### src/rtl/wavhp_pkg.sv
// types, constants and microcode program of the wav header parser
package wavhp_pkg;

  localparam int BYTE_W = 8;
  localparam int CHAN_W = 16;
  localparam int RATE_W = 32;
  localparam int BITS_W = 16;
  localparam int BAUD_W = 16;
  localparam int FRAC_W = 16;
  localparam int SPB_W  = RATE_W + FRAC_W;
  localparam int CNT_W  = 3;
  localparam int TAG_W  = 32;

  localparam logic [BAUD_W-1:0] BAUD_RESET = 16'd4800;

  localparam logic [TAG_W-1:0] TAG_RIFF = 32'h5249_4646;
  localparam logic [TAG_W-1:0] TAG_WAVE = 32'h5741_5645;
  localparam logic [TAG_W-1:0] TAG_FMT  = 32'h666D_7420;
  localparam logic [TAG_W-1:0] TAG_DATA = 32'h6461_7461;

  localparam logic [BITS_W-1:0] WIDTH_8  = 16'd8;
  localparam logic [BITS_W-1:0] WIDTH_16 = 16'd16;

  // result status codes
  typedef enum logic [1:0] {
    ST_OK    = 2'd0,
    ST_TAG   = 2'd1,
    ST_EARLY = 2'd2,
    ST_WIDTH = 2'd3
  } status_t;

  // program steps, one per header section
  typedef enum logic [3:0] {
    S_IDLE      = 4'd0,
    S_RIFF      = 4'd1,
    S_SIZE      = 4'd2,
    S_WAVE      = 4'd3,
    S_SCAN_FMT  = 4'd4,
    S_SKIP_A    = 4'd5,
    S_CHAN      = 4'd6,
    S_RATE      = 4'd7,
    S_SKIP_B    = 4'd8,
    S_BITS      = 4'd9,
    S_SCAN_DATA = 4'd10,
    S_DSIZE     = 4'd11
  } step_t;

  // what a step does once its byte count is reached or its tag is seen
  typedef enum logic [2:0] {
    OP_NOP,
    OP_COUNT,
    OP_CHECK,
    OP_SCAN,
    OP_FINISH,
    OP_CLEAR
  } op_t;

  typedef enum logic [1:0] {
    TSEL_RIFF,
    TSEL_WAVE,
    TSEL_FMT,
    TSEL_DATA
  } tag_sel_t;

  typedef enum logic [1:0] {
    CAP_NONE,
    CAP_CHAN,
    CAP_RATE,
    CAP_BITS
  } cap_t;

  // one control word of the program
  typedef struct packed {
    op_t              op;
    logic             shift;
    tag_sel_t         tag;
    cap_t             cap;
    logic [CNT_W-1:0] len;
    step_t            next;
  } ucode_t;

  // control from the sequencer to the datapath, valid for the accepted word
  typedef struct packed {
    logic    clear;
    logic    shift;
    cap_t    cap;
    logic [1:0] k;
    logic    emit;
    status_t status;
  } ctrl_t;

  // program store
  function automatic ucode_t wavhp_ucode(input step_t s);
    ucode_t uw;
    unique case (s)
      S_IDLE:      uw = '{OP_NOP,    1'b0, TSEL_RIFF, CAP_NONE, 3'd0, S_IDLE};
      S_RIFF:      uw = '{OP_CHECK,  1'b1, TSEL_RIFF, CAP_NONE, 3'd4, S_SIZE};
      S_SIZE:      uw = '{OP_COUNT,  1'b0, TSEL_RIFF, CAP_NONE, 3'd4, S_WAVE};
      S_WAVE:      uw = '{OP_CHECK,  1'b1, TSEL_WAVE, CAP_NONE, 3'd4, S_SCAN_FMT};
      S_SCAN_FMT:  uw = '{OP_SCAN,   1'b1, TSEL_FMT,  CAP_NONE, 3'd0, S_SKIP_A};
      S_SKIP_A:    uw = '{OP_COUNT,  1'b0, TSEL_FMT,  CAP_NONE, 3'd6, S_CHAN};
      S_CHAN:      uw = '{OP_COUNT,  1'b0, TSEL_FMT,  CAP_CHAN, 3'd2, S_RATE};
      S_RATE:      uw = '{OP_COUNT,  1'b0, TSEL_FMT,  CAP_RATE, 3'd4, S_SKIP_B};
      S_SKIP_B:    uw = '{OP_COUNT,  1'b0, TSEL_FMT,  CAP_NONE, 3'd6, S_BITS};
      S_BITS:      uw = '{OP_COUNT,  1'b0, TSEL_FMT,  CAP_BITS, 3'd2, S_SCAN_DATA};
      S_SCAN_DATA: uw = '{OP_SCAN,   1'b1, TSEL_DATA, CAP_NONE, 3'd0, S_DSIZE};
      S_DSIZE:     uw = '{OP_FINISH, 1'b0, TSEL_DATA, CAP_NONE, 3'd4, S_IDLE};
      default:     uw = '{OP_CLEAR,  1'b0, TSEL_RIFF, CAP_NONE, 3'd0, S_IDLE};
    endcase
    return uw;
  endfunction

  function automatic logic [TAG_W-1:0] tag_value(input tag_sel_t t);
    logic [TAG_W-1:0] v;
    unique case (t)
      TSEL_RIFF: v = TAG_RIFF;
      TSEL_WAVE: v = TAG_WAVE;
      TSEL_FMT:  v = TAG_FMT;
      TSEL_DATA: v = TAG_DATA;
      default:   v = TAG_RIFF;
    endcase
    return v;
  endfunction

endpackage

### src/rtl/wav_header_parser_unit.sv
// top level of the wav header parser: datapath, result register and baud register
//
//  channel  | valid        | stall        | payload
//  ---------+--------------+--------------+-------------------------------------------
//  bytes in | byte_valid   | byte_stall   | data_byte, start_of_stream, end_of_stream
//  result   | result_valid | result_stall | status, channels, rate_hz,
//           |              |              | bits_per_sample, samples_per_bit
//  config   | cfg_wen      | (none)       | cfg_wdata (baud rate)
//
// One header byte per cycle while byte_stall is low; the microcode sequencer handles each byte combinationally.
// A good header then waits on the divider after its last size byte: the divider yields one
// quotient bit per cycle, and byte_stall stays high until the result is registered.
// rst is synchronous and clears the sequencer, divider, captured fields and result valid flag at once.
// byte_stall also rises while a finished result waits in a stalled result register.
module wav_header_parser_unit (
  input  logic                         clk,
  input  logic                         rst,
  input  logic                         byte_valid,
  output logic                         byte_stall,
  input  logic [wavhp_pkg::BYTE_W-1:0] data_byte,
  input  logic                         start_of_stream,
  input  logic                         end_of_stream,
  output logic                         result_valid,
  input  logic                         result_stall,
  output logic [1:0]                   status,
  output logic [wavhp_pkg::CHAN_W-1:0] channels,
  output logic [wavhp_pkg::RATE_W-1:0] rate_hz,
  output logic [wavhp_pkg::BITS_W-1:0] bits_per_sample,
  output logic [wavhp_pkg::SPB_W-1:0]  samples_per_bit,
  input  logic                         cfg_wen,
  input  logic [wavhp_pkg::BAUD_W-1:0] cfg_wdata
);
  import wavhp_pkg::*;

  ctrl_t             ctrl;
  logic              accept;
  logic              div_busy;
  logic              div_done;
  logic [SPB_W-1:0]  div_quo;
  logic [BAUD_W-1:0] baud;
  logic [TAG_W-1:0]  win;
  logic [TAG_W-1:0]  win_cur;
  logic [TAG_W-1:0]  win_shift;
  logic [CHAN_W-1:0] chan;
  logic [CHAN_W-1:0] chan_cur;
  logic [CHAN_W-1:0] chan_next;
  logic [RATE_W-1:0] rate;
  logic [RATE_W-1:0] rate_cur;
  logic [RATE_W-1:0] rate_next;
  logic [BITS_W-1:0] width;
  logic [BITS_W-1:0] width_cur;
  logic [BITS_W-1:0] width_next;
  logic              width_ok;
  logic              div_start;

  // handshake
  assign byte_stall = div_busy || (result_valid && result_stall);
  assign accept     = byte_valid && !byte_stall;

  // window candidate after a restart clears the window
  assign win_cur   = start_of_stream ? '0 : win;
  assign win_shift = {win_cur[TAG_W-BYTE_W-1:0], data_byte};
  assign width_ok  = (width == WIDTH_8) || (width == WIDTH_16);
  assign div_start = ctrl.emit && (ctrl.status == ST_OK);

  wavhp_seq u_seq (
    .clk             (clk),
    .rst             (rst),
    .accept          (accept),
    .start_of_stream (start_of_stream),
    .end_of_stream   (end_of_stream),
    .window          (win_shift),
    .width_ok        (width_ok),
    .ctrl            (ctrl)
  );

  wavhp_div u_div (
    .clk      (clk),
    .rst      (rst),
    .start    (div_start),
    .rate     (rate),
    .baud     (baud),
    .busy     (div_busy),
    .done     (div_done),
    .quotient (div_quo)
  );

  // field capture, little-endian byte lanes
  always_comb begin
    chan_cur  = ctrl.clear ? '0 : chan;
    rate_cur  = ctrl.clear ? '0 : rate;
    width_cur = ctrl.clear ? '0 : width;
    chan_next  = chan_cur;
    rate_next  = rate_cur;
    width_next = width_cur;
    case (ctrl.cap)
      CAP_CHAN: begin
        if (ctrl.k == 2'd0) chan_next[7:0]  = data_byte;
        else                chan_next[15:8] = data_byte;
      end
      CAP_BITS: begin
        if (ctrl.k == 2'd0) width_next[7:0]  = data_byte;
        else                width_next[15:8] = data_byte;
      end
      CAP_RATE: begin
        case (ctrl.k)
          2'd0:    rate_next[7:0]   = data_byte;
          2'd1:    rate_next[15:8]  = data_byte;
          2'd2:    rate_next[23:16] = data_byte;
          default: rate_next[31:24] = data_byte;
        endcase
      end
      default: begin
        chan_next = chan_cur;
      end
    endcase
  end

  // tag window and captured fields
  always_ff @(posedge clk) begin
    if (rst) begin
      win   <= '0;
      chan  <= '0;
      rate  <= '0;
      width <= '0;
    end else begin
      if (ctrl.clear || ctrl.shift) begin
        win <= ctrl.shift ? win_shift : '0;
      end
      chan  <= chan_next;
      rate  <= rate_next;
      width <= width_next;
    end
  end

  // baud register
  always_ff @(posedge clk) begin
    if (rst) begin
      baud <= BAUD_RESET;
    end else if (cfg_wen) begin
      baud <= cfg_wdata;
    end
  end

  // result register
  always_ff @(posedge clk) begin
    if (rst) begin
      result_valid <= 1'b0;
    end else if (div_done) begin
      result_valid    <= 1'b1;
      status          <= ST_OK;
      channels        <= chan;
      rate_hz         <= rate;
      bits_per_sample <= width;
      samples_per_bit <= div_quo;
    end else if (ctrl.emit && (ctrl.status != ST_OK)) begin
      result_valid    <= 1'b1;
      status          <= ctrl.status;
      channels        <= chan_cur;
      rate_hz         <= rate_cur;
      bits_per_sample <= width_cur;
      samples_per_bit <= '0;
    end else if (!result_stall) begin
      result_valid <= 1'b0;
    end
  end

endmodule

### src/rtl/wavhp_seq.sv
// microcode sequencer: step counter, byte counter and jump logic
module wavhp_seq (
  input  logic                        clk,
  input  logic                        rst,
  input  logic                        accept,
  input  logic                        start_of_stream,
  input  logic                        end_of_stream,
  input  logic [wavhp_pkg::TAG_W-1:0] window,
  input  logic                        width_ok,
  output wavhp_pkg::ctrl_t            ctrl
);
  import wavhp_pkg::*;

  step_t            step;
  step_t            step_next;
  step_t            cur_step;
  logic [CNT_W-1:0] cnt;
  logic [CNT_W-1:0] cnt_next;
  logic [CNT_W-1:0] cur_cnt;
  logic [CNT_W-1:0] cnt_inc;
  logic             cnt_done;
  logic             tag_hit;
  logic             active;
  ucode_t           uw;

  // fetch the control word and decide the jump
  always_comb begin
    cur_step = start_of_stream ? S_RIFF : step;
    cur_cnt  = start_of_stream ? '0 : cnt;
    uw       = wavhp_ucode(cur_step);
    active   = accept && (cur_step != S_IDLE);
    cnt_inc  = cur_cnt + 1'b1;
    cnt_done = (uw.len != '0) && (cnt_inc >= uw.len);
    tag_hit  = (window == tag_value(uw.tag));

    step_next   = cur_step;
    cnt_next    = cur_cnt;
    ctrl.clear  = accept && start_of_stream;
    ctrl.shift  = 1'b0;
    ctrl.cap    = CAP_NONE;
    ctrl.k      = cur_cnt[1:0];
    ctrl.emit   = 1'b0;
    ctrl.status = ST_OK;

    if (active) begin
      if (end_of_stream) begin
        ctrl.emit   = 1'b1;
        ctrl.status = ST_EARLY;
        step_next   = S_IDLE;
        cnt_next    = '0;
      end else begin
        ctrl.shift = uw.shift;
        ctrl.cap   = uw.cap;
        if (uw.len != '0) begin
          cnt_next = cnt_done ? '0 : cnt_inc;
        end
        unique case (uw.op)
          OP_CLEAR: begin
            ctrl.clear = 1'b1;
            step_next  = S_IDLE;
            cnt_next   = '0;
          end
          OP_SCAN: begin
            if (tag_hit) begin
              step_next = uw.next;
              cnt_next  = '0;
            end
          end
          OP_CHECK: begin
            if (cnt_done) begin
              if (!tag_hit) begin
                ctrl.emit   = 1'b1;
                ctrl.status = ST_TAG;
                step_next   = S_IDLE;
                cnt_next    = '0;
              end else begin
                step_next = uw.next;
              end
            end
          end
          OP_FINISH: begin
            if (cnt_done) begin
              ctrl.emit   = 1'b1;
              ctrl.status = width_ok ? ST_OK : ST_WIDTH;
              step_next   = S_IDLE;
              cnt_next    = '0;
            end
          end
          OP_COUNT: begin
            if (cnt_done) begin
              step_next = uw.next;
            end
          end
          default: begin
            step_next = cur_step;
          end
        endcase
      end
    end
  end

  // step and byte counters
  always_ff @(posedge clk) begin
    if (rst) begin
      step <= S_IDLE;
      cnt  <= '0;
    end else if (accept) begin
      step <= step_next;
      cnt  <= cnt_next;
    end
  end

endmodule

### src/rtl/wavhp_div.sv
// radix-2 restoring divider for the Q32.16 samples-per-bit value
module wavhp_div (
  input  logic                         clk,
  input  logic                         rst,
  input  logic                         start,
  input  logic [wavhp_pkg::RATE_W-1:0] rate,
  input  logic [wavhp_pkg::BAUD_W-1:0] baud,
  output logic                         busy,
  output logic                         done,
  output logic [wavhp_pkg::SPB_W-1:0]  quotient
);
  import wavhp_pkg::*;

  localparam int ITER_W = $clog2(SPB_W);

  logic [ITER_W-1:0] iter;
  logic [BAUD_W-1:0] rem;
  logic [BAUD_W-1:0] divisor;
  logic [SPB_W-1:0]  quo;
  logic [BAUD_W:0]   rem_sh;
  logic [BAUD_W+1:0] diff;
  logic              ge;

  // one quotient bit per cycle; a zero divisor yields all ones
  always_comb begin
    rem_sh   = {rem, quo[SPB_W-1]};
    diff     = {1'b0, rem_sh} - {2'b00, divisor};
    ge       = !diff[BAUD_W+1];
    done     = busy && (iter == ITER_W'(SPB_W - 1));
    quotient = {quo[SPB_W-2:0], ge};
  end

  always_ff @(posedge clk) begin
    if (rst) begin
      busy <= 1'b0;
      iter <= '0;
    end else if (start) begin
      busy    <= 1'b1;
      iter    <= '0;
      rem     <= '0;
      divisor <= baud;
      quo     <= {rate, {FRAC_W{1'b0}}};
    end else if (busy) begin
      rem  <= ge ? diff[BAUD_W-1:0] : rem_sh[BAUD_W-1:0];
      quo  <= quotient;
      iter <= iter + 1'b1;
      if (done) begin
        busy <= 1'b0;
      end
    end
  end

endmodule

### config.mk
export PLATFORM = sky130hd
export DESIGN_NAME = wav_header_parser_unit
export DESIGN_NICKNAME = d
export VERILOG_FILES = /design/src/rtl/wavhp_pkg.sv /design/src/rtl/wav_header_parser_unit.sv /design/src/rtl/wavhp_seq.sv /design/src/rtl/wavhp_div.sv
export SDC_FILE = /design/constraint.sdc
export NUM_CORES = 1
export LEC_CHECK = 0
export ABC_AREA = 1
export CAP_MARGIN = 5
export CORE_MARGIN = 2
export CORE_UTILIZATION = 39
export DETAILED_ROUTE_END_ITERATION = 10
export DONT_BUFFER_PORTS = 1
export GPL_TIMING_DRIVEN = 0
export PLACE_DENSITY_LB_ADDON = 0.05
export SLEW_MARGIN = 20
export SYNTH_ARGS = -nofsm -noshare
export SYNTH_HDL_FRONTEND = slang
export SYNTH_SLANG_ARGS = --single-unit
### constraint.sdc
create_clock -name clk -period 4.97 [get_ports clk]
set_input_delay 0.2485 -clock clk [delete_from_list [all_inputs] [get_ports clk]]
set_output_delay 0.2485 -clock clk [all_outputs]
set_load 0.01 [all_outputs]
==> results.cfg <==
[detailed_routing]
initialDrtViolationCount = 628
routed-via-count = 10300
wire_per_inst_um = 17.4
routed_wl_um = 37000
met2_length_um = 17300
route.antenna.remaining_nets = 0
detail_route.wirelength.met1_um = 17600
post-route-drc-count = 0
vias_per_cell = 4.84
maxUsedRoutingLayer = met4
met3_wire_len_um = 1420
dr.pass1.iters = 5

[synthesis]
synthesized_cell_area_um2 = 14100
syn_avg_cell_area_um2 = 8.94
yosys_warnings = 0
synth-main-ff-cell = sky130_fd_sc_hd__edfxtp_1
mapped_nets = 1638
postSynthCellCount = 1577
synth_top_area_share = 0.413
ys_types = 41
synth.ff_latch_count = 313
synth_area_leaders = sky130_fd_sc_hd__edfxtp_1 41%, sky130_fd_sc_hd__dfxtp_1 17%, sky130_fd_sc_hd__nand2_1 7.8%
yosysSeqAreaShare = 0.582
synth_top_area_cell = sky130_fd_sc_hd__edfxtp_1
synth.cells.most_frequent = 292 x sky130_fd_sc_hd__nand2_1, 250 x sky130_fd_sc_hd__inv_1, 238 x sky130_fd_sc_hd__nor2_1
synth_most_common_cell = sky130_fd_sc_hd__nand2_1
async_flop_share = 0
number_of_enable_flip_flop_cells_after_synthesis = 194

[worst_setup_path]
critical_path.max_fanout = 31
critPathCaptureType = register
worst-endpoint-required_ns = 5.26
crit_arrival_ns = 4.76
startpoint_type = register
reg2reg_depth = 18
critPathKind = reg2reg

[floorplanning]
die_h_um = 194
initial_utilization = 0.397
rows = 69
floorplan.die_area_um2 = 37700
core_box_area_um2 = 35600
die-width_um = 194
design.portCount = 147

[sta]
timing.final.crit_share = 0.901
finalMaxSlewViolations = 0
max_slew_margin = 0.370
clock_skew_ns = 0.0198
period_minus_slack_ns = 4.48
timing.final.setup_violations = 0
finalHoldViolCount = 0
rsz0062_at_grt = no
finalSetupTns_ns = 0
worst-slew-pin-transition_ns = 0.945
fmax_mhz = 223

[finish]
layout.cells.non_filler = 2135
filler_cells = 3521
antenna_diode_count = 0
area_growth_syn_to_layout_pct = 15.2
final_layout_size_suffix_gt1_frac = 0.0842
layout.nets = 1707

[clock_tree]
cts.htree.levels = 2
tritoncts_clock_tree = yes
max_clock_buf_depth = 3
cts_made_buffers = 36
cts_num_sinks = 313
cts_root_buf = sky130_fd_sc_hd__clkbuf_16
cts.reportedPaths.clkPinSlew_ns = 0.06
source_to_sink_clock_delay_at_the_later_pin_of_the_worst_skew_pair_ns = 0.54

[placement]
dp_hpwl_um = 26200
place.gp.congestion = 0.952
placed_cells = 2044
port_buffers = 0

[global_routing]
grt_start_max_net_pins = 35
first_global_vias = 10100
grt_pass1_wl_um = 57700
grtUsageTotal = 0.195
grt_remaining_overflow = 0
grt_antenna_before_repair = 0

[job]
drv.max_cap_violation_count = 0

[min_path]
hold_path_class = in2reg
worst_hold_path.num_cells = 3

[pwr]
p_leak_uw = 0.00662
power.density_nw_per_um2 = 376
worst_ir_drop_on_vdd_uv = 244

[run_status]
status = complete, no violations
[where the power goes]
group | internal (uW) | total, uW | switching (uW)
registers | 2860 | 2910 | 51.6
clock network | 1600 | 2670 | 1080
logic | 172 | 531 | 360
[final timing paths]
| path | from | end | slack (ns) |
|---|---|---|---|
| worst max-delay path | u_seq.step[2] | channels[15] | 0.49 |
| worst min-delay path | cfg_wen | baud[5] | 0.04 |
| worst max register to register | u_seq.step[2] | channels[15] | 0.49 |
| worst min register to register | baud[5] | u_div.divisor[5] | 0.42 |
[sequential cells by signal, indices dropped and copies added (netlist names)]
name             flops
u_div.busy           1
samples_per_bit     48
u_seq.cnt            3
rate                32
rate_hz             32
u_div.iter           6
win                 24
baud                16
chan                16
u_div.rem           16
u_seq.step           4
status               2
width               16
channels            16
result_valid         1
bits_per_sample     16
u_div.divisor       16
u_div.quo           48
[routing by layer]
metal	GRT usage	vias up
met2	0.319	218
met4	0.0536	0
met1	0.268	4833
met3	0.0341	44
met5	0	-
li1	-	5247
[repair_timing]
| item | in CTS | in global routing |
|---|---|---|
| hold endpoints to repair | 41 | 0 |
| buffers inserted | 0 | 1 |
| resized for setup | 0 | 3 |
| hold buffers | 23 | 0 |
| setup endpoints to repair | 0 | 45 |
[layout by cell type (no fill, tap or decap), types with 13 or more instances in the layout]
cell type / count
sky130_fd_sc_hd__inv_1: 249
sky130_fd_sc_hd__o21ai_2: 25
sky130_fd_sc_hd__nor2_1: 236
sky130_fd_sc_hd__clkbuf_1: 45
sky130_fd_sc_hd__o21ai_0: 88
sky130_fd_sc_hd__edfxtp_1: 194
sky130_fd_sc_hd__dfxtp_1: 119
sky130_fd_sc_hd__a21oi_1: 108
sky130_fd_sc_hd__ha_1: 29
sky130_fd_sc_hd__nand3_1: 71
sky130_fd_sc_hd__clkbuf_16: 37
sky130_fd_sc_hd__nand2_1: 292
sky130_fd_sc_hd__o22ai_1: 21
sky130_fd_sc_hd__dlygate4sd3_1: 23
sky130_fd_sc_hd__buf_2: 13
[critical path, cell delays in order (launching register included)]
cell                         delay [ns]
sky130_fd_sc_hd__dfxtp_1           0.48
sky130_fd_sc_hd__nand2_2           0.18
sky130_fd_sc_hd__buf_2             0.22
sky130_fd_sc_hd__ha_1              0.32
sky130_fd_sc_hd__clkinv_1          0.25
sky130_fd_sc_hd__o21ai_0           0.22
sky130_fd_sc_hd__nand3_1           0.11
sky130_fd_sc_hd__nor2_1            0.18
sky130_fd_sc_hd__nand3_1           0.11
sky130_fd_sc_hd__nor2_2            0.17
sky130_fd_sc_hd__nand3_2           0.23
sky130_fd_sc_hd__nand3_2           0.15
sky130_fd_sc_hd__nand2_1           0.06
sky130_fd_sc_hd__nand2_1           0.12
sky130_fd_sc_hd__nand3_1           0.08
sky130_fd_sc_hd__nand2_1           0.14
sky130_fd_sc_hd__clkinvlp_4        0.54
sky130_fd_sc_hd__buf_12            0.41
sky130_fd_sc_hd__buf_12            0.19
[stage by stage]
step	setup WS, ns	power (uW)	hold slack (ns)	util	instance area, um2
3_5_place_dp	-0.0218	3480	0.389	0.416	14800
5_1_grt	0.131	6360	0.0543	0.457	16300
4_1_cts	0.0341	6180	0.0357	0.456	16200
3_3_place_gp	-1.57	3470	0.385	0.413	14700
6_report	0.490	6110	0.0357	0.457	16300
2_1_floorplan	0.130	3320	0.375	-	14100
[kinds of logic (layout without fill, tap and decap cells)]
group / count (synthesis) / after routing / synth area share
simple gates: 635 / 635 / 0.184
xor+xnor: 14 / 14 / 0.00869
compound gates: 263 / 264 / 0.105
buf+inv: 322 / 418 / 0.0936
flops: 313 / 313 / 0.582
fa+ha+maj: 30 / 30 / 0.0271
[cell type report]
class,count,area [um2],share of cell area
Buffer,65,357,0.0219
Clock buffer,48,967,0.0595
Clock inverter,18,220,0.0136
Inverter,257,968,0.0596
Multi-Input combinational cell,943,4600,0.283
Sequential cell,313,8210,0.505
Tap cell,461,577,0.0355
Timing Repair Buffer,30,355,0.0219
No activity file was read; power rests on OpenSTA's default activity.
